===== src/hw/rtl/mri_pkg.sv =====
// Shared types and constants for the modular reduce and inverse core.
package mri_pkg;

  // Datapath word width
  localparam int unsigned DW = 64;

  // Operation codes
  localparam logic [1:0] FN_NONNEG  = 2'd0;
  localparam logic [1:0] FN_CENTRED = 2'd1;
  localparam logic [1:0] FN_INVERSE = 2'd2;

  // Status codes
  localparam logic [1:0] ST_OK    = 2'd0;
  localparam logic [1:0] ST_DIV0  = 2'd1;
  localparam logic [1:0] ST_NOINV = 2'd2;

  // Controller states
  typedef enum logic [3:0] {
    S_IDLE,
    S_DISP,
    S_DIVA,
    S_CHK,
    S_DIVE,
    S_WCONST,
    S_WREM,
    S_WINV
  } state_t;

  // Datapath commands
  typedef enum logic [3:0] {
    CMD_NONE,
    CMD_LOAD,
    CMD_DIV_AB,
    CMD_DIV_IJ,
    CMD_STEP,
    CMD_EUC_INIT,
    CMD_EUC_UPD,
    CMD_WR_CONST,
    CMD_WR_REM,
    CMD_WR_INV
  } cmd_t;

  // Datapath status toward the controller
  typedef struct packed {
    logic       special;   // zero modulus or unused operation code
    logic [1:0] func;
    logic       div_busy;
    logic       j_pos;
  } dp_stat_t;

endpackage


===== src/hw/rtl/mri_datapath.sv =====
// Datapath: operand registers, shift-subtract divider with cofactor accumulation, result.
module mri_datapath (
  input  logic                          clk,
  input  mri_pkg::cmd_t                 cmd,
  input  logic [1:0]                    in_func,
  input  logic signed [mri_pkg::DW-1:0] in_value,
  input  logic signed [mri_pkg::DW-1:0] in_modulus,
  output mri_pkg::dp_stat_t             stat,
  output logic signed [mri_pkg::DW-1:0] res,
  output logic [1:0]                    st
);

  localparam int unsigned CW = $clog2(mri_pkg::DW + 1);

  logic [1:0]                    func_r;
  logic signed [mri_pkg::DW-1:0] a_r, b_r, i_r, j_r, y1_r, y2_r;
  logic [mri_pkg::DW-1:0]        num_r, den_r, rem_r, mul_r, prod_r;
  logic                          neg_q_r, neg_r_r;
  logic [CW-1:0]                 cnt_r;
  logic signed [mri_pkg::DW-1:0] res_r;
  logic [1:0]                    st_r;

  logic [mri_pkg::DW:0]          sh, diff;
  logic                          ge;
  logic signed [mri_pkg::DW-1:0] r_s, p_s, nonneg, centred, lo, hi, negb, bm1;
  logic signed [mri_pkg::DW-1:0] dn, dd, dm;

  function automatic logic [mri_pkg::DW-1:0] mag(input logic signed [mri_pkg::DW-1:0] x);
    mag = x[mri_pkg::DW-1] ? (~x + 1'b1) : x;
  endfunction

  // Truncating halving of a signed word
  function automatic logic signed [mri_pkg::DW-1:0] half(
    input logic signed [mri_pkg::DW-1:0] x);
    logic signed [mri_pkg::DW-1:0] t;
    t = x + {{(mri_pkg::DW-1){1'b0}}, x[mri_pkg::DW-1]};
    half = t >>> 1;
  endfunction

  // One restoring division step
  always_comb begin
    sh   = {rem_r, num_r[mri_pkg::DW-1]};
    diff = sh - {1'b0, den_r};
    ge   = !diff[mri_pkg::DW];
  end

  // Signed remainder and signed product of the finished division
  always_comb begin
    r_s     = neg_r_r ? -$signed(rem_r) : $signed(rem_r);
    p_s     = neg_q_r ? -$signed(prod_r) : $signed(prod_r);
    nonneg  = (r_s < 0) ? r_s + b_r : r_s;
    negb    = -b_r;
    bm1     = b_r - 1;
    lo      = half(negb);
    hi      = half(bm1);
    if (r_s < lo) begin
      centred = r_s + b_r;
    end else if (r_s > hi) begin
      centred = r_s - b_r;
    end else begin
      centred = r_s;
    end
  end

  // Select divider operands
  always_comb begin
    if (cmd == mri_pkg::CMD_DIV_IJ) begin
      dn = i_r;
      dd = j_r;
      dm = y1_r;
    end else begin
      dn = a_r;
      dd = b_r;
      dm = '0;
    end
  end

  // Registers
  always_ff @(posedge clk) begin
    case (cmd)
      mri_pkg::CMD_LOAD: begin
        func_r <= in_func;
        a_r    <= in_value;
        b_r    <= in_modulus;
        cnt_r  <= '0;
      end
      mri_pkg::CMD_DIV_AB, mri_pkg::CMD_DIV_IJ: begin
        num_r   <= mag(dn);
        den_r   <= mag(dd);
        rem_r   <= '0;
        mul_r   <= dm;
        prod_r  <= '0;
        neg_r_r <= dn[mri_pkg::DW-1];
        neg_q_r <= dn[mri_pkg::DW-1] ^ dd[mri_pkg::DW-1];
        cnt_r   <= CW'(mri_pkg::DW);
      end
      mri_pkg::CMD_STEP: begin
        rem_r  <= ge ? diff[mri_pkg::DW-1:0] : sh[mri_pkg::DW-1:0];
        num_r  <= num_r << 1;
        prod_r <= (prod_r << 1) + (ge ? mul_r : '0);
        cnt_r  <= cnt_r - 1'b1;
      end
      mri_pkg::CMD_EUC_INIT: begin
        i_r  <= b_r;
        j_r  <= nonneg;
        y2_r <= '0;
        y1_r <= {{(mri_pkg::DW-1){1'b0}}, 1'b1};
      end
      mri_pkg::CMD_EUC_UPD: begin
        i_r  <= j_r;
        j_r  <= r_s;
        y2_r <= y1_r;
        y1_r <= y2_r - p_s;
      end
      mri_pkg::CMD_WR_CONST: begin
        if (func_r == mri_pkg::FN_INVERSE) begin
          res_r <= a_r;
          st_r  <= mri_pkg::ST_OK;
        end else if (func_r == mri_pkg::FN_NONNEG || func_r == mri_pkg::FN_CENTRED) begin
          res_r <= '0;
          st_r  <= mri_pkg::ST_DIV0;
        end else begin
          res_r <= '0;
          st_r  <= mri_pkg::ST_OK;
        end
      end
      mri_pkg::CMD_WR_REM: begin
        res_r <= (func_r == mri_pkg::FN_CENTRED) ? centred : nonneg;
        st_r  <= mri_pkg::ST_OK;
      end
      mri_pkg::CMD_WR_INV: begin
        if (i_r != 1) begin
          res_r <= '0;
          st_r  <= mri_pkg::ST_NOINV;
        end else begin
          res_r <= (y2_r < 0) ? y2_r + b_r : y2_r;
          st_r  <= mri_pkg::ST_OK;
        end
      end
      default: begin
      end
    endcase
  end

  // Status toward the controller
  always_comb begin
    stat.special  = (b_r == 0) || (func_r != mri_pkg::FN_NONNEG &&
                    func_r != mri_pkg::FN_CENTRED && func_r != mri_pkg::FN_INVERSE);
    stat.func     = func_r;
    stat.div_busy = (cnt_r != '0);
    stat.j_pos    = (j_r > 0);
  end

  assign res = res_r;
  assign st  = st_r;

endmodule


===== src/hw/rtl/mri_ctrl.sv =====
// Controller: sequences reduction, Euclid iterations and the output transaction.
module mri_ctrl (
  input  logic              clk,
  input  logic              rst_n,
  input  logic              in_tvalid,
  output logic              in_tready,
  output logic              out_tvalid,
  input  logic              out_tready,
  input  mri_pkg::dp_stat_t stat,
  output mri_pkg::cmd_t     cmd
);

  mri_pkg::state_t state_r, state_nxt;
  logic            out_valid_r, out_valid_nxt;
  logic            slot_free;

  assign slot_free = !out_valid_r || out_tready;

  // State and output-valid registers
  always_ff @(posedge clk) begin
    if (!rst_n) begin
      state_r     <= mri_pkg::S_IDLE;
      out_valid_r <= 1'b0;
    end else begin
      state_r     <= state_nxt;
      out_valid_r <= out_valid_nxt;
    end
  end

  // Next state and commands
  always_comb begin
    state_nxt     = state_r;
    cmd           = mri_pkg::CMD_NONE;
    out_valid_nxt = out_valid_r && !out_tready;
    case (state_r)
      mri_pkg::S_IDLE: begin
        if (in_tvalid) begin
          cmd       = mri_pkg::CMD_LOAD;
          state_nxt = mri_pkg::S_DISP;
        end
      end
      mri_pkg::S_DISP: begin
        if (stat.special) begin
          state_nxt = mri_pkg::S_WCONST;
        end else begin
          cmd       = mri_pkg::CMD_DIV_AB;
          state_nxt = mri_pkg::S_DIVA;
        end
      end
      mri_pkg::S_DIVA: begin
        if (stat.div_busy) begin
          cmd = mri_pkg::CMD_STEP;
        end else if (stat.func == mri_pkg::FN_INVERSE) begin
          cmd       = mri_pkg::CMD_EUC_INIT;
          state_nxt = mri_pkg::S_CHK;
        end else begin
          state_nxt = mri_pkg::S_WREM;
        end
      end
      mri_pkg::S_CHK: begin
        if (stat.j_pos) begin
          cmd       = mri_pkg::CMD_DIV_IJ;
          state_nxt = mri_pkg::S_DIVE;
        end else begin
          state_nxt = mri_pkg::S_WINV;
        end
      end
      mri_pkg::S_DIVE: begin
        if (stat.div_busy) begin
          cmd = mri_pkg::CMD_STEP;
        end else begin
          cmd       = mri_pkg::CMD_EUC_UPD;
          state_nxt = mri_pkg::S_CHK;
        end
      end
      mri_pkg::S_WCONST, mri_pkg::S_WREM, mri_pkg::S_WINV: begin
        if (slot_free) begin
          if (state_r == mri_pkg::S_WCONST) begin
            cmd = mri_pkg::CMD_WR_CONST;
          end else if (state_r == mri_pkg::S_WREM) begin
            cmd = mri_pkg::CMD_WR_REM;
          end else begin
            cmd = mri_pkg::CMD_WR_INV;
          end
          out_valid_nxt = 1'b1;
          state_nxt     = mri_pkg::S_IDLE;
        end
      end
      default: begin
        state_nxt = mri_pkg::S_IDLE;
      end
    endcase
  end

  assign in_tready  = (state_r == mri_pkg::S_IDLE);
  assign out_tvalid = out_valid_r;

`ifndef SYNTH
  a_accept_dispatch: assert property (@(posedge clk) disable iff (!rst_n)
    (in_tvalid && in_tready) |=> (state_r == mri_pkg::S_DISP))
    else $error("accepted transaction did not reach dispatch");
  a_write_free: assert property (@(posedge clk) disable iff (!rst_n)
    (cmd == mri_pkg::CMD_WR_CONST || cmd == mri_pkg::CMD_WR_REM ||
     cmd == mri_pkg::CMD_WR_INV) |-> slot_free)
    else $error("result written over a pending output");
  a_div_hold: assert property (@(posedge clk) disable iff (!rst_n)
    (state_r == mri_pkg::S_DIVA && stat.div_busy) |=> (state_r == mri_pkg::S_DIVA))
    else $error("left reduction before division finished");
`endif

endmodule


===== src/hw/rtl/modular_reduce_and_inverse_core.sv =====
// Top level of the modular reduce and inverse core.
// Takes one request at a time and returns one result per request. A remainder
// request runs one shift-subtract division plus dispatch and write. Each Euclid
// iteration of an inverse request adds one full division with the cofactor
// product accumulated in the same pass, plus a check and an update step; the
// shared bit-serial divider serves the reduction and every Euclid division.
// A finished result waits in the output register while the next request is
// accepted. Zero moduli and the unused operation code skip the division.
module modular_reduce_and_inverse_core (
  input  logic         clk,
  input  logic         rst_n,
  input  logic         in_tvalid,
  output logic         in_tready,
  input  logic [127:0] in_tdata,   // value [63:0], modulus [127:64]
  input  logic [1:0]   in_tuser,   // func [1:0]
  output logic         out_tvalid,
  input  logic         out_tready,
  output logic [63:0]  out_tdata,  // result [63:0]
  output logic [1:0]   out_tuser   // status [1:0]
);

  mri_pkg::cmd_t     cmd;
  mri_pkg::dp_stat_t stat;
  logic signed [mri_pkg::DW-1:0] res;

  mri_ctrl u_ctrl (
    .clk        (clk),
    .rst_n      (rst_n),
    .in_tvalid  (in_tvalid),
    .in_tready  (in_tready),
    .out_tvalid (out_tvalid),
    .out_tready (out_tready),
    .stat       (stat),
    .cmd        (cmd)
  );

  mri_datapath u_dp (
    .clk        (clk),
    .cmd        (cmd),
    .in_func    (in_tuser),
    .in_value   (in_tdata[mri_pkg::DW-1:0]),
    .in_modulus (in_tdata[64 +: mri_pkg::DW]),
    .stat       (stat),
    .res        (res),
    .st         (out_tuser)
  );

  // Drive the result bus with the datapath word (both are 64 bits wide)
  assign out_tdata = 64'(res);

endmodule

===== config.mk =====
export PLATFORM = sky130hd
export DESIGN_NAME = modular_reduce_and_inverse_core
export DESIGN_NICKNAME = d
export VERILOG_FILES = /design/src/hw/rtl/mri_pkg.sv /design/src/hw/rtl/mri_datapath.sv /design/src/hw/rtl/mri_ctrl.sv /design/src/hw/rtl/modular_reduce_and_inverse_core.sv
export SDC_FILE = /design/constraint.sdc
export NUM_CORES = 2
export LEC_CHECK = 0
export BUFFER_PORTS_ARGS = -buffer_cell sky130_fd_sc_hd__buf_2
export CORE_MARGIN = 5
export CORE_UTILIZATION = 30
export CTS_BUF_LIST = sky130_fd_sc_hd__clkbuf_8
export CTS_CLUSTER_SIZE = 8
export DETAILED_ROUTE_END_ITERATION = 12
export GPL_TIMING_DRIVEN = 0
export SYNTH_ARGS = -nofsm -noshare
export SYNTH_HDL_FRONTEND = slang
export SYNTH_HIERARCHICAL = 1
export SYNTH_SLANG_ARGS = --single-unit
export TNS_END_PERCENT = 20

===== constraint.sdc =====
create_clock -name clk -period 20.5 [get_ports clk]
set_input_delay 3.075 -clock clk [delete_from_list [all_inputs] [get_ports clk]]
set_output_delay 3.075 -clock clk [all_outputs]
set_load 0.01 [all_outputs]

==> metrics.md <==
| Metric | Value |
|---|---|
| Hold wc startpoint | `u_dp/num_r[56]` |
| Clock sink count | `between 700 and 800` |
| Port bufs | `201` |
| Post-synth EDFFs | `between 700 and 800` |
| Setup_tns | `0 ns` |
| Critical-path top delay cell | `buf_1` |
| R2R depth | `34` |
| Synthesis-stage register bit count | `785` |
| First drt pass iteration count | `8` |
| Area Growth Syn to Fin | `13.3%` |
| Worst EP required | `21.20 ns` |
| Dpl cells | `11300` |
| Syn. warnings | `6` |
| DR vias/cell | `5.88` |
| Wirelength per Cell | `slightly above 30 um` |
| Mapped Cells | `8028` |
| Most common cell in the synthesized netlist | `nor2_1` |
| CTS Buf Count | `155` |
| Most frequent cells after synthesis | `nor2_1 (817), edfxtp_1 (781), a21oi_1 (727)` |
| Tmin final | `16.24 ns` |
| Crit path DAT | `16.94 ns` |
| Worst hold path class | `register to register` |
| Setup-failing EPs final | `0` |
| RSZ-0062 raised after global routing | `no` |
| Die area | `241000 um^2` |
| DRC | `0` |
| CP Capture Type | `register` |
| Synth Flop Type | `edfxtp_1` |
| Final Util | `34.2%` |
| Multi-input logic area | `43400 um^2` |
| Hold EP | `u_dp/num_r[57]` |
| Final Hold Vio Count | `0` |
| Clk Tree Root Cell | `clkbuf_8` |
| H-tree depth | `4` |
| Post-CTS Resized | `0` |
| Final ANT Viol Nets | `0` |
| Worst-path fanout max | `11` |
| DR vias | `a little under 70000` |
| Skew final | `0.0831 ns` |
| Post-CTS setup buffers | `0` |
| Gr usage total | `about 28%` |
| Total grt overflow | `0` |
| Area contributors post-synth | `edfxtp_1 (34%), ha_1 (9.3%), xnor2_1 (6.6%)` |
| Ports | `202` |
| Failing checks | `capacitance limit, slew limit` |
| Max_cap viols | `16` |
| CP Launch Type | `register` |
| DIE WIDTH | `491 um` |
| WHS | `0.523 ns` |
| Yosys top cell by area | `edfxtp_1` |
| Yosys top cell area share | `33.8%` |
| Fin crit share | `79.2%` |
| Crit path kind | `register to register` |
| Filler cells | `23900` |
| Worst hold path stage count | `2` |
| Clk pin slew, worst setup/hold paths | `0.06 ns` |
| CTS tree | `done` |
| Core ar. | `roughly 230000 um^2` |
| Slew @ Worst Pin | `1.66 ns` |
| Initial drt markers | `7996` |
| R2R Setup Slk | `4.26 ns` |
| Vias in the first global route | `64800` |
| Non-Filler Instances | `11600` |
| Initial antenna violation count | `35` |
| R2R Path Start | `u_dp/b_r[0]` |
| Final wirelength | `354000 um` |
| Count of cell types in the netlist | `103` |
| Latest clock arrival within the worst-skew pair | `1.00 ns` |
| # rows | `around 180` |
| Fmax | `61.6 MHz` |
| Synthesized area | `69300 um^2` |
| Outcome | `finished, violations left` |
| Share of cells above drive strength 1 | `7.71%` |
| CTS Hold Bufs | `0` |
| Die H | `491 um` |
| Largest net degree at the start of global routing | `71` |
| FF-to-FF End | `u_dp/den_r[60]` |
| GP Congestion | `1.10` |
| Cell mode on critical path | `clkbuf_1` |
| Final Slew Violations | `108` |
| Slew headroom | `-11.1%` |
| Share of async-settable or async-resettable flops after synthesis | `0%` |
| CTS Buffer Depth | `3` |
| Slowest stage delay, CP | `1.16 ns` |
| Register area | `23500 um^2` |
| Synthesized area per cell | `8.64 um^2` |
| Sequential element share of the synthesized area | `33.9%` |
| Starting Density | `30.2%` |
| Net Count, Synth | `8686` |
| Hpwl dp | `294000 um` |
| Global-route wire length before repair | `slightly below 500000 um` |
| Layout Nets | `9104` |
-- critical path: cells and delay by family, from the launching register on --
kind,cells,cell delay (ns)
AOI/OAI and AO/OA,4,1.41
adders and majority gates,2,0.66
buffers and inverters,10,7.11
and+or+nand+nor,17,6.07
DFF,1,0.49
xor gates and xnor gates,1,0.13
-- layout make-up --
class,count,area share (%)
Tap cell,3026,4.82
Timing Repair Buffer,261,2.33
Clock buffer,157,2.75
Inverter,308,1.48
Multi-Input combinational cell,6544,55.3
Antenna cell,17,0.0542
Sequential cell,785,30.0
Buffer,391,1.99
Clock inverter,122,1.30
-- flip-flops by register name, indices dropped and copies added, names as in the netlist, 3 cells and up --
signal	count
u_dp/rem_r	64
u_dp/y1_r	64
u_dp/prod_r	64
u_dp/b_r	64
u_dp/res	64
u_dp/cnt_r	7
u_ctrl/state_r	3
u_dp/a_r	64
u_dp/den_r	64
u_dp/i_r	64
u_dp/j_r	64
u_dp/mul_r	64
u_dp/num_r	64
u_dp/y2_r	64
-- metal layers --
metal	routed length [um]	track usage (%)
met5	92	0
met4	23000	15.8
met3	35100	6.79
met2	149000	42.1
met1	146000	36.6
-- cell usage in the layout, fill, tap and decap left out, drive strengths merged, types with 58 or more instances in the layout --
cell type / n
and2: 171
nand2b: 65
nor4: 108
o21ai: 526
inv: 336
a21o: 188
ha: 518
a21oi: 728
a31oi: 92
xnor2: 519
nand2: 704
nand3: 151
edfxtp: 781
a211oi: 78
clkbuf: 481
buf: 328
nor3: 208
nor2b: 64
xor2: 268
clkinv: 71
o211ai: 83
o31ai: 100
nor2: 818
and3: 121
nand4: 133
o21bai: 85
mux2i: 163
or3: 58
-- per-stage QoR --
stage | cell area [um^2] | setup WS [ns]
CTS | 78400 | 5.09
global placement | 74100 | -12.11
finish | 78500 | 4.26
global route | 78500 | 4.32
detailed placement | 75200 | 5.12
floorplan | 69300 | 1.45
-- cells by family after synthesis --
family,after synthesis,share of synthesized area [%]
DFF,785,33.9
muxes,168,2.43
AOI/OAI and AO/OA,2292,20.8
xor gates and xnor gates,787,9.94
and+or+nand+nor,2773,19.5
buffers and inverters,699,3.89
adders and majority gates,524,9.52
-- worst max path at each step --
stage                     start             end  slack, ns  cells after the start
finish              u_dp/b_r[0]  u_dp/den_r[60]       4.26                     34
detailed placement  u_dp/b_r[0]  u_dp/den_r[60]       5.12                     34
floorplan            out_tready   u_dp/cnt_r[0]       1.45                      6
CTS                 u_dp/b_r[0]  u_dp/den_r[60]       5.09                     34
global placement    u_dp/b_r[0]   u_dp/cnt_r[4]     -12.11                     15
global route        u_dp/b_r[0]  u_dp/den_r[60]       4.32                     34
Power is not shown: default switching activity piles up to over one toggle a cycle in this logic, so the estimate is an artifact.
